`src/hw/rtl/scp_pkg.sv`:
```
`timescale 1ns / 1ps

package scp_pkg;

    localparam int MAX_LEN     = 128;
    localparam int VALUE_W     = 8;
    localparam int CFG_W       = 8;
    localparam int CNT_W       = $clog2(MAX_LEN + 2);
    localparam int ADDR_W      = $clog2(MAX_LEN);
    localparam int PADDR_W     = 3;
    localparam int PDATA_W     = 32;
    localparam int QUEUE_DEPTH = 2;
    localparam int QPTR_W      = $clog2(QUEUE_DEPTH);
    localparam int QCNT_W      = $clog2(QUEUE_DEPTH + 1);

    // word index of the sequence length register
    localparam logic [PADDR_W-3:0] REG_SEQ_LEN = '0;

    typedef struct packed {
        logic [VALUE_W-1:0] value;
        logic               range_bad;
    } item_t;

    typedef struct packed {
        logic             clear;
        logic [CNT_W-1:0] n;
    } seq_ctl_t;

endpackage

```
`src/hw/rtl/scp_back.sv`:
```
`timescale 1ns / 1ps

module scp_back (
    input  logic                        clk,
    input  logic                        rst_n,
    input  scp_pkg::seq_ctl_t           ctl,
    input  logic                        q_valid,
    input  scp_pkg::item_t              q_item,
    output logic                        q_pop,
    output logic                        out_valid,
    input  logic                        out_stall,
    output logic                        still_possible,
    output logic                        sequence_done
);

    localparam logic [1:0] ST_IDLE = 2'd0;
    localparam logic [1:0] ST_PUSH = 2'd1;
    localparam logic [1:0] ST_LOAD = 2'd2;

    logic [1:0]                  state_reg, state_next;
    logic [scp_pkg::CNT_W-1:0]   depth_reg, depth_next;
    logic [scp_pkg::CNT_W-1:0]   ntp_reg, ntp_next;
    logic [scp_pkg::CNT_W-1:0]   seen_reg, seen_next;
    logic                        rej_reg, rej_next;
    logic [scp_pkg::VALUE_W-1:0] top_reg, top_next;
    logic [scp_pkg::CNT_W-1:0]   item_reg, item_next;
    logic                        out_valid_reg, out_valid_next;
    logic                        still_reg, still_next;
    logic                        done_reg, done_next;

    logic [scp_pkg::VALUE_W-1:0] mem [scp_pkg::MAX_LEN];
    logic                        wr_en;
    logic [scp_pkg::ADDR_W-1:0]  wr_addr;
    logic [scp_pkg::VALUE_W-1:0] wr_data;
    logic                        rd_en;
    logic [scp_pkg::ADDR_W-1:0]  rd_addr;
    logic [scp_pkg::VALUE_W-1:0] rd_data_reg;

    logic                        out_free;
    logic [scp_pkg::CNT_W-1:0]   v_ext;
    logic [scp_pkg::CNT_W-1:0]   seen_inc;
    logic [scp_pkg::CNT_W-1:0]   depth_m2;
    logic                        seq_end;
    logic                        finish;
    logic                        fin_rej;

    assign out_free = !out_valid_reg || !out_stall;
    // only used once the range check has passed, so the value fits
    assign v_ext    = scp_pkg::CNT_W'(q_item.value);
    assign seen_inc = seen_reg + scp_pkg::CNT_W'(1);
    assign seq_end  = (seen_inc >= ctl.n);
    assign depth_m2 = depth_reg - scp_pkg::CNT_W'(2);
    assign wr_addr  = depth_reg[scp_pkg::ADDR_W-1:0];
    assign wr_data  = scp_pkg::VALUE_W'(ntp_reg);
    assign rd_addr  = depth_m2[scp_pkg::ADDR_W-1:0];

    always_comb
    begin
        state_next     = state_reg;
        depth_next     = depth_reg;
        ntp_next       = ntp_reg;
        seen_next      = seen_reg;
        rej_next       = rej_reg;
        top_next       = top_reg;
        item_next      = item_reg;
        out_valid_next = out_valid_reg;
        still_next     = still_reg;
        done_next      = done_reg;
        q_pop          = 1'b0;
        wr_en          = 1'b0;
        rd_en          = 1'b0;
        finish         = 1'b0;
        fin_rej        = rej_reg;

        case (state_reg)
            ST_IDLE:
            begin
                if (q_valid && out_free)
                begin
                    q_pop = 1'b1;
                    if (rej_reg || q_item.range_bad)
                    begin
                        finish  = 1'b1;
                        fin_rej = 1'b1;
                    end
                    else if (v_ext == ntp_reg)
                    begin
                        finish   = 1'b1;
                        ntp_next = ntp_reg + scp_pkg::CNT_W'(1);
                    end
                    else if (v_ext > ntp_reg)
                    begin
                        item_next  = v_ext;
                        state_next = ST_PUSH;
                    end
                    else if (depth_reg != '0 && top_reg == q_item.value)
                    begin
                        finish     = 1'b1;
                        depth_next = depth_reg - scp_pkg::CNT_W'(1);
                        if (depth_reg >= scp_pkg::CNT_W'(2))
                        begin
                            rd_en      = 1'b1;
                            state_next = ST_LOAD;
                        end
                    end
                    else
                    begin
                        finish  = 1'b1;
                        fin_rej = 1'b1;
                    end
                end
            end
            ST_PUSH:
            begin
                // the value itself is popped straight away, never stored
                if (ntp_reg == item_reg)
                begin
                    if (out_free)
                    begin
                        finish     = 1'b1;
                        ntp_next   = ntp_reg + scp_pkg::CNT_W'(1);
                        state_next = ST_IDLE;
                    end
                end
                else
                begin
                    wr_en      = 1'b1;
                    depth_next = depth_reg + scp_pkg::CNT_W'(1);
                    ntp_next   = ntp_reg + scp_pkg::CNT_W'(1);
                    top_next   = scp_pkg::VALUE_W'(ntp_reg);
                end
            end
            ST_LOAD:
            begin
                top_next   = rd_data_reg;
                state_next = ST_IDLE;
            end
            default:
            begin
                state_next = ST_IDLE;
            end
        endcase

        if (finish)
        begin
            out_valid_next = 1'b1;
            still_next     = !fin_rej;
            done_next      = seq_end;
            if (seq_end)
            begin
                depth_next = '0;
                ntp_next   = scp_pkg::CNT_W'(1);
                seen_next  = '0;
                rej_next   = 1'b0;
                state_next = ST_IDLE;
            end
            else
            begin
                seen_next = seen_inc;
                rej_next  = fin_rej;
            end
        end
        else if (out_valid_reg && !out_stall)
        begin
            out_valid_next = 1'b0;
        end

        if (ctl.clear)
        begin
            depth_next = '0;
            ntp_next   = scp_pkg::CNT_W'(1);
            seen_next  = '0;
            rej_next   = 1'b0;
            state_next = ST_IDLE;
        end
    end

    always_ff @(posedge clk)
    begin
        if (wr_en)
        begin
            mem[wr_addr] <= wr_data;
        end
        if (rd_en)
        begin
            rd_data_reg <= mem[rd_addr];
        end
    end

    always_ff @(posedge clk)
    begin
        top_reg    <= top_next;
        item_reg   <= item_next;
        still_reg  <= still_next;
        done_reg   <= done_next;
    end

    always_ff @(posedge clk or negedge rst_n)
    begin
        if (!rst_n)
        begin
            state_reg     <= ST_IDLE;
            depth_reg     <= '0;
            ntp_reg       <= scp_pkg::CNT_W'(1);
            seen_reg      <= '0;
            rej_reg       <= 1'b0;
            out_valid_reg <= 1'b0;
        end
        else
        begin
            state_reg     <= state_next;
            depth_reg     <= depth_next;
            ntp_reg       <= ntp_next;
            seen_reg      <= seen_next;
            rej_reg       <= rej_next;
            out_valid_reg <= out_valid_next;
        end
    end

    assign out_valid      = out_valid_reg;
    assign still_possible = still_reg;
    assign sequence_done  = done_reg;

    a_depth_bound: assert property (@(posedge clk) disable iff (!rst_n)
        depth_reg < scp_pkg::CNT_W'(scp_pkg::MAX_LEN))
        else $error("stack depth beyond store");

    a_push_sane: assert property (@(posedge clk) disable iff (!rst_n)
        state_reg == ST_PUSH |-> !rej_reg && ntp_reg <= item_reg)
        else $error("push run on rejected sequence or past target");

    a_pop_valid: assert property (@(posedge clk) disable iff (!rst_n)
        q_pop |-> q_valid)
        else $error("pop from empty queue");

    a_seq_clear: assert property (@(posedge clk) disable iff (!rst_n)
        finish && seq_end |=> seen_reg == '0 && depth_reg == '0 && !rej_reg)
        else $error("sequence state not cleared at end");

    a_ntp_nonzero: assert property (@(posedge clk) disable iff (!rst_n)
        ntp_reg != '0)
        else $error("next-to-push counter at zero");

endmodule
```
`config.mk`:
```
export PLATFORM = sky130hd
export DESIGN_NAME = scp_back
export DESIGN_NICKNAME = d
export VERILOG_FILES = /design/src/hw/rtl/scp_pkg.sv /design/src/hw/rtl/scp_back.sv
export SDC_FILE = /design/constraint.sdc
export NUM_CORES = 1
export LEC_CHECK = 0
export BUFFER_PORTS_ARGS = -buffer_cell sky130_fd_sc_hd__buf_2
export CAP_MARGIN = 25
export CORE_MARGIN = 3
export CORE_UTILIZATION = 55
export DETAILED_ROUTE_END_ITERATION = 10
export GPL_TIMING_DRIVEN = 0
export PLACE_DENSITY = 0.83
export REMOVE_ABC_BUFFERS = 1
export SLEW_MARGIN = 20
export SYNTH_ARGS = -nofsm -noshare
export SYNTH_HDL_FRONTEND = slang
export SYNTH_SLANG_ARGS = --single-unit
```
`constraint.sdc`:
```
create_clock -name clk -period 12.8 [get_ports clk]
set_clock_uncertainty 0.15 [all_clocks]
set_input_delay 1.28 -clock clk [delete_from_list [all_inputs] [get_ports clk]]
set_output_delay 1.28 -clock clk [all_outputs]
set_load 0.1 [all_outputs]
```
==> Word-level counts from Yosys, hierarchy flattened <==
Memory sizes are Yosys's and may differ from the RTL's. A register that Yosys moved wholly into a read port is not among the register bits.
Cells that the tools add are included.
{ "totals": {"regBits": 46, "latchBits": 0, "ram_bits": 1024, "romBits": 0, "in_bits": 22, "memories": 1} }
{ "classes": {"add_sub_neg": 5, "n_mul": 0, "div": 0, "n_lt_le_gt_ge": 3, "eq_ne": 6, "shift": 0, "muxes": 67, "bitwise": 2, "n_reduce_logical": 15} }
{ "memory_table": {"columns": ["memory", "words", "word_bits", "read_ports", "rd_ports_with_merged_regs", "write_ports", "line_no", "text"], "rows": [
  ["mem", 128, 8, 1, 1, 1, "scp_back.sv:31", "logic [scp_pkg::VALUE_W-1:0] mem [scp_pkg::MAX_LEN];"]
]} }
{ "op_table": {"columns": ["operator", "n"], "rows": [
  ["$mux 8", 21],
  ["$pmux 8 s2", 3],
  ["$mux 1", 30],
  ["$add 8x1->8 const B", 3],
  ["$eq 8x8->1", 3],
  ["$mux 2", 11],
  ["$ge 8x2->1 const B", 1],
  ["$ge 8x8->1", 1],
  ["$gt 8x8->1", 1],
  ["$reduce_bool 8->1", 1],
  ["$sub 8x1->8 const B", 1],
  ["$sub 7x2->7 const B", 1],
  ["$reduce_bool 2->1", 3],
  ["$reduce_and 5->1", 1],
  ["$pmux 2 s2", 1],
  ["$logic_and 1x1->1", 3],
  ["$logic_not 1->1", 3],
  ["$eq 2x1->1 const B", 1],
  ["$eq 2x2->1 const B", 1],
  ["$logic_not 2->1", 1],
  ["$logic_or 1x1->1", 2],
  ["$ne 2x2->1 const B", 1],
  ["$not 1->1", 2],
  ["$pmux 1 s2", 1],
  ["$reduce_and 2->1", 1]
]} }

==> Logic depth before layout (Yosys ltp) <==
{ "depth": {"depth_word": 11, "depth_mapped": 13} }

==> Worst setup path before layout <==
No wires, ideal clock.
{ "synth_path": {"kind": "register to register", "startpoint": "register ntp_reg[1] (netlist bit)", "endpoint": "register rd_data_reg[0] (netlist bit) (read register of mem) (enable)", "t_arrival_ps": 3854, "t_required_ps": 12262, "setup_slack_ps": 8408, "path_stages_with_launch": 8, "path_buffers": 0, "synth_period_minus_slack_ps": 4392, "cell_sequence": "dfrtp_1 inv_1 ha_1 nor2b_1 o211ai_1 a31oi_1 nand4bb_1 a211oi_1"} }
{ "synth_between": {"elab_chain_len": 6, "word_cells_on_any_way": 7, "classes_between": "order compare: 1; eq/ne: 1; mux: 5"} }
{ "synth_rtl": {"columns": ["element", "line_no", "text"], "rows": [
  ["start, declared", "scp_back.sv:22", "logic [scp_pkg::CNT_W-1:0] ntp_reg, ntp_next;"],
  ["start signal, assigned", "scp_back.sv:204", "ntp_reg <= scp_pkg::CNT_W'(1);"],
  ["start signal, assigned", "scp_back.sv:213", "ntp_reg <= ntp_next;"],
  ["$gt 8x8->1", "scp_back.sv:91", "else if (v_ext > ntp_reg)"],
  ["$mux 1", "scp_back.sv:91", null],
  ["$mux 1 (*)", "scp_back.sv:86", "else if (v_ext == ntp_reg)"],
  ["$mux 1 (*)", "scp_back.sv:81", "if (rej_reg || q_item.range_bad)"],
  ["$mux 1 (*)", "scp_back.sv:78", "if (q_valid && out_free)"],
  ["$mux 1 (*)", "scp_back.sv:75", "case (state_reg)"],
  ["net rd_en", "scp_back.sv:35", "logic rd_en;"],
  ["end, declared", "scp_back.sv:37", "logic [scp_pkg::VALUE_W-1:0] rd_data_reg;"]
]} }
Mark *: on every way through the listed nets, which the timed path passes. The rest lies on a longest branch.
A chain may end at the register's enable or synchronous reset.

==> Worst setup path after layout <==
{ "layout_path": {"startpoint": "register depth_reg[1] (netlist bit)", "endpoint": "register rd_data_reg[3] (netlist bit) (read register of mem), data pin"} }
{ "layout_between": {"elab_chain_len": 8, "word_cells_on_any_way": 11, "classes_between": "add/sub: 1; order compare: 1; mux: 7; reduce/logical: 2"} }
{ "layout_rtl": {"columns": ["element", "line_no", "text"], "rows": [
  ["start, declared", "scp_back.sv:21", "logic [scp_pkg::CNT_W-1:0] depth_reg, depth_next;"],
  ["start signal, assigned", "scp_back.sv:212", "depth_reg <= depth_next;"],
  ["$ge 8x2->1 or $reduce_bool 8->1 (tied branches)", "scp_back.sv:100, scp_back.sv:96", null],
  ["$mux 1 or $logic_and 1x1->1 (tied branches)", "scp_back.sv:100, scp_back.sv:96", null],
  ["$mux 1", "scp_back.sv:96", "else if (depth_reg != '0 && top_reg == q_item.value)"],
  ["$mux 1", "scp_back.sv:91", null],
  ["$mux 1", "scp_back.sv:86", null],
  ["$mux 1", "scp_back.sv:81", null],
  ["$mux 1", "scp_back.sv:78", null],
  ["$mux 1", "scp_back.sv:75", null]
]} }
Parallel ways exist; a longest one is shown, timed or not.

==> reports/results.txt <==
Status = finished clean
Core Rows = 102
Post-synthesis sequential area ratio = 0.748
Largest net degree at the start of global routing = 82
Clock Path Buffers = 3
EDFF count, synth = 1,050
Hold Crit Class = flip-flop to flip-flop
Crit path arrival time = 5390 ps
Final GP Congestion = 0.837
Power, Total = 7.50 mW
DR DRC count = 0
Clock Latency Late Sink = 660 ps
Vias per cell = 6.63
First-pass GRT wire length = 146,000 um
Clock Tree Root = clkbuf_16
Least-Margin Pin Slew = 960 ps
Achievable frequency = 194 MHz
Max_slew headroom = 0.360
CTS buffer count = 101
Dpl hpwl = 56,100 um
Max reg flops = 1,024
Clock sink count = 1,078
Area of the multi-input gates = 10,300 sq um
Total wire length = 96,500 um
I/O Pins = 26
First-pass DRT Iterations = 6
Final Hold Fails = 0
FF+latch count, synth = 1,078
Worst reg2reg path depth = 11
Routed via count = 22,200
DIE WIDTH = 286 um
Post-layout util = 0.622
Initial antenna violation count = 0
Worst setup EP type = flip-flop
Critical Path RT = 13,030 ps
Final setup vio count = 0
CP startpoint kind = flip-flop
Die area = 81,700 sq um
Avg WL per Cell = 28.8 um
Slew Limit Fails = 0
TritonCTS clock tree = done
Fin crit share = 0.403
Effective utilization at floorplan = 0.555
Hold depth = 2
Post-CTS Setup Repair Bufs = 0
Yosys warnings = 0
Cells after Synth = 2,177
Peak supply drop = 0.100 mV
Distinct cells, synth = 67
Critical-path cell list = buf_12 > inv_8 > buf_16 > ha_4 > buf_12 > buf_16 > mux4_2 > mux2i_1 > a222oi_1 > a22oi_1 > nand2_1
Syn_area_per_cell = 19.8 sq um
Hold_buf cts = 0
CP max stage cell = ha_4
Unrepaired setup endpoints after global routing = no
Delay of the slowest critical-path stage = 620 ps
I/O Buffers = 25
Synthesized cell area = 43,100 sq um
# diodes = 0
Largest Register = mem
Fillers = 5,007
Synth Flop Type = edfxtp_1
CP max FO = 70
Total track usage = 0.239
Area growth, synth to finish = 12.0%
Min Tclk post-route = 5160 ps
Asr flop ratio synth = 0.0260
Die height = 286 um
Htree depth = 3
# Max-Cap Violations = 0
Worst Hold Slack = 394 ps
Reg area = 32,300 sq um
DRT antenna net count = 0
Ratio of cells with drive above 1 in the final layout = 0.216
Critical path class = flip-flop to flip-flop
Core area = 77,600 sq um
Iteration-0 DRC Markers = 3,156
Number of global-route vias before repair = 22,700
Total power per unit cell area = 155 nW/um^2
Post-CTS sizing = 0
Gr ovfl total = 0
Final nets = 2,270
Worst-path clk slew = 60 ps
Setup_tns = 0 ps
Leakage Power = 15.6 nW
## critical path: cells and delay by family, from the launching register on
family | cells | cell delay, ps
mux | 2 | 670
flops | 1 | 530
buf+inv | 5 | 1750
compound gates | 2 | 810
simple gates | 1 | 140
fa+ha+maj | 1 | 620
## layout make-up
type                    instances  area share
clock buffers                 130      0.0564
clock inverters                57      0.0109
inverters                      29     0.00241
multi-input cells             952       0.214
flip-flops and latches       1078       0.669
well taps                    1040      0.0270
repair buffers                 59      0.0204
## placed cells by master, fill, tap and decap left out, types with 26 or more instances in the layout
cell          n
mux2i_1     101
ha_1         26
clkbuf_16   105
a21oi_1      27
nor2_1      156
edfxtp_1   1050
a31oi_1      39
nand2_1     115
mux4_2      256
a222oi_1     32
## cells by family after synthesis
logic type	after synthesis	share of synthesized area
AOI/OAI and AO/OA	169	0.0289
muxes	360	0.158
and+or+nand+nor	370	0.0376
xor gates and xnor gates	26	0.00528
adders and majority gates	27	0.00784
buffers and inverters	147	0.0143
DFF	1078	0.748
## where the power goes
group / total [mW] / internal [mW] / switching, mW
sequential: 3.88 / 3.86 / 0.0267
combinational: 0.671 / 0.282 / 0.389
clock: 2.95 / 1.68 / 1.27
total: 7.50 / 5.82 / 1.68
## worst paths after layout
kind | startpoint | end | slack, ps
max in group asynchronous | rst_n | depth_reg[0] | 11430
worst min register to register | seen_reg[1] | seen_reg[1] | 390
worst max-delay path | depth_reg[1] | rd_data_reg[3] | 7640
min in group asynchronous | rst_n | state_reg[1] | 540
worst max register to register | depth_reg[1] | rd_data_reg[3] | 7640
worst min-delay path | seen_reg[1] | seen_reg[1] | 390
## Yosys cell counts (all sizes together), types with 3 or more instances
cell type,n,share of area
a211o,4,0.0010
a211oi,6,0.0010
a21o,3,0.00052
a21oi,27,0.0031
a222oi,32,0.0074
a22oi,16,0.0028
a31oi,39,0.0057
and3,4,0.00058
buf,52,0.0060
clkbuf,66,0.0057
dfrtp,27,0.016
edfxtp,1050,0.73
ha,27,0.0078
inv,27,0.0024
mux2,3,0.00087
mux2i,101,0.023
mux4,256,0.13
nand2,115,0.010
nand2b,3,0.00044
nand3,33,0.0038
nand4,8,0.0012
nor2,157,0.014
nor2b,9,0.0013
nor3,13,0.0019
nor4,4,0.00058
o21a,4,0.00070
o21ai,19,0.0022
o31ai,3,0.00052
or2,4,0.00058
or3,7,0.0010
or4,3,0.00061
xnor2,12,0.0024
xor2,14,0.0028
## through the flow
step,area [sq um],setup slack [ps],instances
6_report,48300,7640,3345
5_1_grt,48300,7520,3345
2_1_floorplan,42600,-2250,2059
4_1_cts,48300,7720,3345
3_5_place_dp,45000,7780,3158
3_3_place_gp,44000,-8720,3124
## routing by layer
layer	GRT usage	vias up	part of all wire
met4	0.104	0	0.049
met3	0.0535	307	0.10
met5	0	-	0
met2	0.380	1453	0.49
li1	-	9027	-
met1	0.323	11400	0.36
Note: power is estimated with default switching activity, not from simulation.
